==> src/hdl/tiled_surface_address_swizzle_core_macros.svh <==
// Assertion macros for the tiled surface address block.
// Each macro expects clk and rst_n in scope.
`ifndef TILED_SURFACE_ADDRESS_SWIZZLE_CORE_MACROS_SVH
`define TILED_SURFACE_ADDRESS_SWIZZLE_CORE_MACROS_SVH

`ifndef NO_ASSERTIONS

// same-cycle implication
`define TSAS_ASSERT_NOW(label, ante, cons) \
    label: assert property (@(posedge clk) disable iff (!rst_n) (ante) |-> (cons)) \
        else $error("tsas check failed");

// next-cycle implication
`define TSAS_ASSERT_NEXT(label, ante, cons) \
    label: assert property (@(posedge clk) disable iff (!rst_n) (ante) |=> (cons)) \
        else $error("tsas check failed");

`else

`define TSAS_ASSERT_NOW(label, ante, cons)
`define TSAS_ASSERT_NEXT(label, ante, cons)

`endif

`endif

==> src/hdl/tsas_pkg.sv <==
package tsas_pkg;

    // largest surface dimension; coordinates are sized from it
    localparam int MAX_DIM       = 16384;
    localparam int COORD_W       = $clog2(MAX_DIM);
    localparam int WIDTH_W       = COORD_W + 1;
    localparam int CODE_W        = 3;

    // tile geometry
    localparam int TILE_LOG2     = 16;          // 64 KiB tiles
    localparam int TILE_MIN_LOG2 = 6;           // smallest tile side (texels)
    localparam int SWZ_BITS      = 8;           // coordinate bits fed to the XOR tables
    localparam int SWZ_W         = 16;
    localparam int LOCAL_W       = SWZ_W + 1;   // room for the 2-byte shift
    localparam int SHIFT_W       = 4;

    // tile index and offset widths
    localparam int ROW_W         = COORD_W - TILE_MIN_LOG2;
    localparam int TPR_W         = WIDTH_W + 1 - TILE_MIN_LOG2;
    localparam int PROD_W        = ROW_W + TPR_W;
    localparam int IDX_W         = PROD_W + 1;
    localparam int SUM_W         = IDX_W + TILE_LOG2 + 1;
    localparam int OFFS_W        = 32;

    // configuration register indexes
    localparam int CFG_IDX_W     = 1;
    localparam logic [CFG_IDX_W-1:0] REG_TEXEL_SIZE    = 1'd0;
    localparam logic [CFG_IDX_W-1:0] REG_SURFACE_WIDTH = 1'd1;

    // texel size codes
    localparam logic [CODE_W-1:0] SIZE_1B  = 3'd0;
    localparam logic [CODE_W-1:0] SIZE_2B  = 3'd1;
    localparam logic [CODE_W-1:0] SIZE_4B  = 3'd2;
    localparam logic [CODE_W-1:0] SIZE_8B  = 3'd3;
    localparam logic [CODE_W-1:0] SIZE_16B = 3'd4;

    localparam logic [CODE_W-1:0]  RST_TEXEL_SIZE    = SIZE_4B;
    localparam logic [WIDTH_W-1:0] RST_SURFACE_WIDTH = '0;

    // XOR masks per size code, one entry per coordinate bit
    localparam logic [SWZ_W-1:0] X_MASKS [0:4][0:SWZ_BITS-1] = '{
        '{16'h0001, 16'h0002, 16'h0004, 16'h0140, 16'h0200, 16'h0800, 16'h2400, 16'h8000},
        '{16'h0001, 16'h0002, 16'h0004, 16'h00c0, 16'h0100, 16'h0400, 16'h1200, 16'h4000},
        '{16'h0004, 16'h0008, 16'h0080, 16'h0100, 16'h2200, 16'h0800, 16'h8400, 16'h0000},
        '{16'h0008, 16'h0020, 16'h0040, 16'h2100, 16'h0200, 16'h0800, 16'h8400, 16'h0000},
        '{16'h0010, 16'h0040, 16'h2000, 16'h0100, 16'h8200, 16'h0800, 16'h0400, 16'h0000}
    };
    localparam logic [SWZ_W-1:0] Y_MASKS [0:4][0:SWZ_BITS-1] = '{
        '{16'h0010, 16'h0008, 16'h0020, 16'h0100, 16'h0280, 16'h0400, 16'h1800, 16'h4000},
        '{16'h0008, 16'h0010, 16'h0020, 16'h0080, 16'h0900, 16'h0200, 16'h2400, 16'h0000},
        '{16'h0010, 16'h0020, 16'h0040, 16'h1100, 16'h0200, 16'h0400, 16'h4800, 16'h0000},
        '{16'h0010, 16'h0080, 16'h1000, 16'h0100, 16'h4200, 16'h0400, 16'h0800, 16'h0000},
        '{16'h0020, 16'h0080, 16'h1000, 16'h4100, 16'h0200, 16'h0400, 16'h0800, 16'h0000}
    };

    // map invalid codes onto a legal table row (result is discarded anyway)
    function automatic logic [CODE_W-1:0] safe_code(input logic [CODE_W-1:0] code);
        return (code > SIZE_16B) ? SIZE_1B : code;
    endfunction

    // log2 of tile width in texels
    function automatic logic [SHIFT_W-1:0] tile_w_log2(input logic [CODE_W-1:0] code);
        logic [SHIFT_W-1:0] r;
        case (code)
            SIZE_1B:  r = 4'd8;
            SIZE_2B:  r = 4'd8;
            SIZE_4B:  r = 4'd7;
            SIZE_8B:  r = 4'd7;
            SIZE_16B: r = 4'd6;
            default:  r = 4'd8;
        endcase
        return r;
    endfunction

    // log2 of tile height in texels
    function automatic logic [SHIFT_W-1:0] tile_h_log2(input logic [CODE_W-1:0] code);
        logic [SHIFT_W-1:0] r;
        case (code)
            SIZE_1B:  r = 4'd8;
            SIZE_2B:  r = 4'd7;
            SIZE_4B:  r = 4'd7;
            SIZE_8B:  r = 4'd6;
            SIZE_16B: r = 4'd6;
            default:  r = 4'd8;
        endcase
        return r;
    endfunction

    // XOR of the masks for every set low coordinate bit
    function automatic logic [SWZ_W-1:0] swizzle(
        input logic [CODE_W-1:0]  code,
        input logic [COORD_W-1:0] x,
        input logic [COORD_W-1:0] y
    );
        logic [SWZ_W-1:0]  acc;
        logic [CODE_W-1:0] sel;
        acc = '0;
        sel = safe_code(code);
        for (int b = 0; b < SWZ_BITS; b++)
        begin
            if (x[b])
                acc = acc ^ X_MASKS[sel][b];
            if (y[b])
                acc = acc ^ Y_MASKS[sel][b];
        end
        return acc;
    endfunction

endpackage

==> src/hdl/tiled_surface_address_swizzle_core.sv <==
// Tiled surface address generator: turns a texel coordinate (coord_x, coord_y)
// into the byte offset of that texel in a surface of 64 KiB XOR-swizzled tiles,
// using the texel size code and surface width from the configuration port.
// One word is accepted per cycle as long as out_ready stays high, and each
// result passes through registered stages (input decode and swizzle, tile
// row multiply, final add and overflow check) in that order; a low
// out_ready stalls the pipeline in place without loss. Zero width, x at or
// beyond the width, an invalid size code or an offset beyond 32 bits give
// addr_error = 1 with byte_offset = 0. Configuration must be written only
// while no words are in flight.
`include "tiled_surface_address_swizzle_core_macros.svh"

module tiled_surface_address_swizzle_core (
    input  logic                                clk,
    input  logic                                rst_n,
    // configuration
    input  logic                                cfg_we,
    input  logic [tsas_pkg::CFG_IDX_W-1:0]      cfg_idx,
    input  logic [tsas_pkg::WIDTH_W-1:0]        cfg_wdata,
    // coordinate input
    input  logic                                in_valid,
    output logic                                in_ready,
    input  logic [tsas_pkg::COORD_W-1:0]        coord_x,
    input  logic [tsas_pkg::COORD_W-1:0]        coord_y,
    // address output
    output logic                                out_valid,
    input  logic                                out_ready,
    output logic [tsas_pkg::OFFS_W-1:0]         byte_offset,
    output logic                                addr_error
);

    // configuration registers
    logic [tsas_pkg::CODE_W-1:0]  size_code_reg;
    logic [tsas_pkg::WIDTH_W-1:0] surf_width_reg;

    always_ff @(posedge clk or negedge rst_n)
    begin
        if (!rst_n)
        begin
            size_code_reg  <= tsas_pkg::RST_TEXEL_SIZE;
            surf_width_reg <= tsas_pkg::RST_SURFACE_WIDTH;
        end
        else if (cfg_we)
        begin
            case (cfg_idx)
                tsas_pkg::REG_TEXEL_SIZE:    size_code_reg  <= cfg_wdata[tsas_pkg::CODE_W-1:0];
                tsas_pkg::REG_SURFACE_WIDTH: surf_width_reg <= cfg_wdata;
                default: ;
            endcase
        end
    end

    // pipeline flow control
    logic v1_reg, v2_reg, v3_reg;
    logic ready1, ready2, ready3;

    assign ready3   = !v3_reg || out_ready;
    assign ready2   = !v2_reg || ready3;
    assign ready1   = !v1_reg || ready2;
    assign in_ready = ready1;

    always_ff @(posedge clk or negedge rst_n)
    begin
        if (!rst_n)
        begin
            v1_reg <= 1'b0;
            v2_reg <= 1'b0;
            v3_reg <= 1'b0;
        end
        else
        begin
            if (ready1)
                v1_reg <= in_valid;
            if (ready2)
                v2_reg <= v1_reg;
            if (ready3)
                v3_reg <= v2_reg;
        end
    end

    // stage 1: range check, swizzle, tile coordinates, tiles per row
    logic                                err1_next;
    logic [tsas_pkg::LOCAL_W-1:0]        local1_next;
    logic [tsas_pkg::SWZ_W-1:0]          swz;
    logic [tsas_pkg::SHIFT_W-1:0]        tw_sh, th_sh;
    logic [tsas_pkg::WIDTH_W:0]          round_mask;
    logic [tsas_pkg::WIDTH_W:0]          width_up;
    logic [tsas_pkg::WIDTH_W:0]          tpr_full;
    logic [tsas_pkg::COORD_W-1:0]        col_full, row_full;

    always_comb
    begin
        err1_next = (surf_width_reg == '0)
                 || ({1'b0, coord_x} >= surf_width_reg)
                 || (size_code_reg > tsas_pkg::SIZE_16B);
        swz   = tsas_pkg::swizzle(size_code_reg, coord_x, coord_y);
        tw_sh = tsas_pkg::tile_w_log2(size_code_reg);
        th_sh = tsas_pkg::tile_h_log2(size_code_reg);
        // 2-byte texels shift the in-tile offset by one
        if (size_code_reg == tsas_pkg::SIZE_2B)
            local1_next = {swz, 1'b0};
        else
            local1_next = {1'b0, swz};
        round_mask = ~({(tsas_pkg::WIDTH_W+1){1'b1}} << tw_sh);
        width_up   = {1'b0, surf_width_reg} + round_mask;
        tpr_full   = width_up >> tw_sh;
        col_full   = coord_x >> tw_sh;
        row_full   = coord_y >> th_sh;
    end

    logic                               err1_reg;
    logic [tsas_pkg::LOCAL_W-1:0]       local1_reg;
    logic [tsas_pkg::ROW_W-1:0]         col1_reg, row1_reg;
    logic [tsas_pkg::TPR_W-1:0]         tpr1_reg;

    always_ff @(posedge clk)
    begin
        if (ready1)
        begin
            err1_reg   <= err1_next;
            local1_reg <= local1_next;
            col1_reg   <= col_full[tsas_pkg::ROW_W-1:0];
            row1_reg   <= row_full[tsas_pkg::ROW_W-1:0];
            tpr1_reg   <= tpr_full[tsas_pkg::TPR_W-1:0];
        end
    end

    // stage 2: tile row times tiles per row
    logic                               err2_reg;
    logic [tsas_pkg::LOCAL_W-1:0]       local2_reg;
    logic [tsas_pkg::ROW_W-1:0]         col2_reg;
    logic [tsas_pkg::PROD_W-1:0]        prod2_reg;

    always_ff @(posedge clk)
    begin
        if (ready2)
        begin
            err2_reg   <= err1_reg;
            local2_reg <= local1_reg;
            col2_reg   <= col1_reg;
            prod2_reg  <= tsas_pkg::PROD_W'(row1_reg) * tsas_pkg::PROD_W'(tpr1_reg);
        end
    end

    // stage 3: tile index, full offset, overflow
    logic [tsas_pkg::IDX_W-1:0] tile_idx;
    logic [tsas_pkg::SUM_W-1:0] sum;
    logic                       err3_next;
    logic [tsas_pkg::OFFS_W-1:0] offs3_next;

    always_comb
    begin
        tile_idx  = tsas_pkg::IDX_W'(prod2_reg) + tsas_pkg::IDX_W'(col2_reg);
        sum       = tsas_pkg::SUM_W'({tile_idx, {tsas_pkg::TILE_LOG2{1'b0}}})
                  + tsas_pkg::SUM_W'(local2_reg);
        err3_next = err2_reg || (|sum[tsas_pkg::SUM_W-1:tsas_pkg::OFFS_W]);
        offs3_next = err3_next ? '0 : sum[tsas_pkg::OFFS_W-1:0];
    end

    logic                        err3_reg;
    logic [tsas_pkg::OFFS_W-1:0] offs3_reg;

    always_ff @(posedge clk)
    begin
        if (ready3)
        begin
            err3_reg  <= err3_next;
            offs3_reg <= offs3_next;
        end
    end

    assign out_valid   = v3_reg;
    assign byte_offset = offs3_reg;
    assign addr_error  = err3_reg;

    // checks
    `TSAS_ASSERT_NOW(a_err_zero, out_valid && addr_error, byte_offset == '0)
    `TSAS_ASSERT_NEXT(a_in_to_s1, in_valid && in_ready, v1_reg)
    `TSAS_ASSERT_NEXT(a_s1_hold, v1_reg && !ready2, v1_reg && $stable(tpr1_reg))
    `TSAS_ASSERT_NEXT(a_s2_to_out, v2_reg && ready3, out_valid)

endmodule
==> config.mk <==
export PLATFORM = sky130hd
export DESIGN_NAME = tiled_surface_address_swizzle_core
export DESIGN_NICKNAME = d
export VERILOG_FILES = /design/src/hdl/tsas_pkg.sv /design/src/hdl/tiled_surface_address_swizzle_core.sv
export VERILOG_INCLUDE_DIRS = /design/src /design/src/hdl
export SDC_FILE = /design/constraint.sdc
export NUM_CORES = 1
export LEC_CHECK = 0
export ABC_AREA = 1
export BUFFER_PORTS_ARGS = -buffer_cell sky130_fd_sc_hd__buf_2
export CORE_ASPECT_RATIO = 1.5
export CORE_MARGIN = 2
export CORE_UTILIZATION = 45
export CTS_CLUSTER_DIAMETER = 100
export DETAILED_ROUTE_END_ITERATION = 10
export PLACE_DENSITY = 0.68
export SYNTH_ARGS = -nofsm -noshare
export SYNTH_HDL_FRONTEND = slang
export SYNTH_SLANG_ARGS = --single-unit
==> constraint.sdc <==
create_clock -name clk -period 10.4 [get_ports clk]
set_clock_uncertainty 0.1 [all_clocks]
set_input_delay 2.08 -clock clk [delete_from_list [all_inputs] [get_ports clk]]
set_output_delay 2.08 -clock clk [all_outputs]
set_load 0.02 [all_outputs]
==> results.yml <==
run_status:
  status: "finished, final reports clean"
finish:
  diodes: 0
  final_cell_mix: "inv_1, nand2_1, edfxtp_1"
  n_fill_cell: 2124
  final_common_cell: "inv_1"
  utilization: 0.507
  syn2layout_area_growth_pct: 11.5
  finalInstanceArea_um2: 11600
  largest_register_ffs: 32
  drive_gt1_frac: 0.146
  nets: 1413
setup_path:
  end_kind: "output port"
  start_kind: "input port"
  arrival_ns: 3.80
  crit_path_max_incr_delay_ns: 0.74
  critPathMaxFanout: 46
  crit_type: "input port to output port"
  rr_worst_depth: 18
  crit_chain: "buf_2 > inv_1 > nand2_1 > buf_4 > nor2_1 > nand2_2 > buf_2"
  required_ns: 8.22
  crit_family: "simple AND/OR/NAND/NOR gates"
  slowest_stage: "nand2_2"
  cpMostUsedCell: "buf_2"
  critical_path_depth: 7
  critical_path_buf_inv_count: 4
synthesis:
  synth_cell_types: 49
  yosysWarningCount: 0
  syn-instance-count: 1170
  synth-main-ff-cell: "edfxtp_1"
  ys_seq_elements: 142
  postSynth.asyncResetShare: 0.148
  synth-seq-area-share: 0.401
  avgSynthCellArea_um2: 8.87
  synth_area_um2: 10400
  synth_edf_count: 121
cts:
  ctsResizeCount: 0
  clock_path_buffers: 2
  numCtsBuffers: 17
  hold_buffers: 0
  clock_latency_ns: 0.42
  cts_tree: "built"
  cts_htree_levels: 4
  cts-root-buf: "clkbuf_16"
  cts_setup_buffers: 0
  clk_pin_slew_ns: 0.06
  cts_num_sinks: 142
pwr:
  power_uw: 4120
  total_leakage_power_uw: 0.00600
  power_per_cell_area_nw_per_um2: 356
  switchingPower_uw: 1890
  pwr-share-clk: 0.137
  p_seq_frac: 0.254
  power.internal_uw: 2230
  ir_drop_mv: 0.221
  comb_power_share: 0.609
  p_sw_frac: 0.459
die:
  rows: 68
  die_w_um: 128
  core_area_um2: 22800
  initial_core_util: 0.455
  dieArea_um2: 24300
  die_y_um: 190
  pin_count: 84
timing:
  fmax_mhz: 167
  slew_violations: 0
  max-slew-margin-rel: 0.348
  tns_ns: 0
  period_minus_slack_ns: 5.98
  setup_viol: 0
  tightestPinTransition_ns: 0.975
  grt_setup_unrepaired: "no"
  finalHoldViolCount: 0
  finalCritPeriodShare: 0.575
routing:
  drt_iter0_drc: 367
  ant_nets: 0
  dr.pass1.iters: 5
  avgViaCountPerCell: 4.91
  drt-total-wl_mm: 19.4
  vias: 7557
  drc: 0
  wire_per_inst_um: 12.6
grt:
  grt_pass1_vias: 7542
  grt_max_degree: 47
  met2_usage: 0.328
  grt_pass1_wl_mm: 33.2
  use_met1: 0.180
  grt-busiest-layer: "met2"
  antenna_found_initial: 0
  grt-ovfl-total: 0
  grtUsageMet3: 0.0337
  grt_usage: 0.171
hold_path:
  min_path_type: "flop to flop"
  min_path_cells: 0
placement:
  port_buffers: 83
  hpwl_mm: 15.7
  dpl_cell_area_um2: 11000
  globalplace.congestion: 0.918
run:
  maxCapViolations: 0
## cell families after synthesis
group / after synthesis / share of synthesized area
other cells: 1 / 0.000361
mux: 4 / 0.00386
simple gates: 436 / 0.202
xor+xnor: 36 / 0.0304
fa+ha+maj: 117 / 0.177
compound gates: 132 / 0.0721
buf+inv: 302 / 0.114
flops: 142 / 0.401
## area by class of cell
class	instances	area, um^2	share of cell area
multi-input cells	730	5050	0.436
inverters	270	1010	0.0876
clock buffers	19	443	0.0383
flip-flops and latches	142	4160	0.360
repair buffers	86	438	0.0378
clock inverters	13	116	0.0101
well taps	280	350	0.0303
## stage by stage
step / setup slack, ns / hold WS (ns) / instances
after floorplan: 4.09 / 0.300 / 1174
after global placement: 4.40 / 0.305 / 1508
after detailed placement: 4.38 / 0.305 / 1508
after CTS: 4.38 / 0.318 / 1540
after global routing: 4.19 / 0.322 / 1540
final: 4.42 / 0.316 / 1540
## synthesized netlist by cell type, drive strengths merged, types with 2 or more instances
master,n,area (um^2)
o21ai,51,255
a221oi,4,35.0
o221ai,2,17.5
nand3,44,255
nor4,2,12.5
edfxtp,121,3630
xnor2,12,105
ha,68,851
o22ai,10,62.6
nand4,10,75.1
nor3,10,50.1
o21bai,2,15.0
nor2,104,646
o211ai,4,30.0
or2,2,12.5
dfrtp,20,500
buf,5,70.1
a21boi,2,15.0
inv,269,1010
clkbuf,27,101
nand2,263,1040
mux2i,4,40.0
a21oi,48,244
xor2,24,210
fa,49,981
## final timing paths
kind	from	to	slack, ns
min	local1_reg[14]	local2_reg[14]	0.32
max in group asynchronous	rst_n	size_code_reg[1]	8.35
min in group asynchronous	rst_n	surf_width_reg[3]	1.51
min reg2reg	local1_reg[14]	local2_reg[14]	0.32
max	out_ready	in_ready	4.42
max reg2reg	row1_reg[4]	prod2_reg[15]	5.47
## layer usage
metal,share of wire,vias to the layer above
met5,0,-
li1,-,3827
met1,0.39,3525
met2,0.55,164
met4,0.027,0
met3,0.039,41
## power groups by stage
stage | clock, uW | combinational, uW | sequential, uW
finish | 566 | 2510 | 1050
global route | 602 | 2920 | 1060
CTS | 576 | 2530 | 1040
detailed placement | 0 | 2510 | 1060
global placement | 0 | 2450 | 1050
floorplan | 0 | 2070 | 1020
No activity file was read; power rests on OpenSTA's default activity.
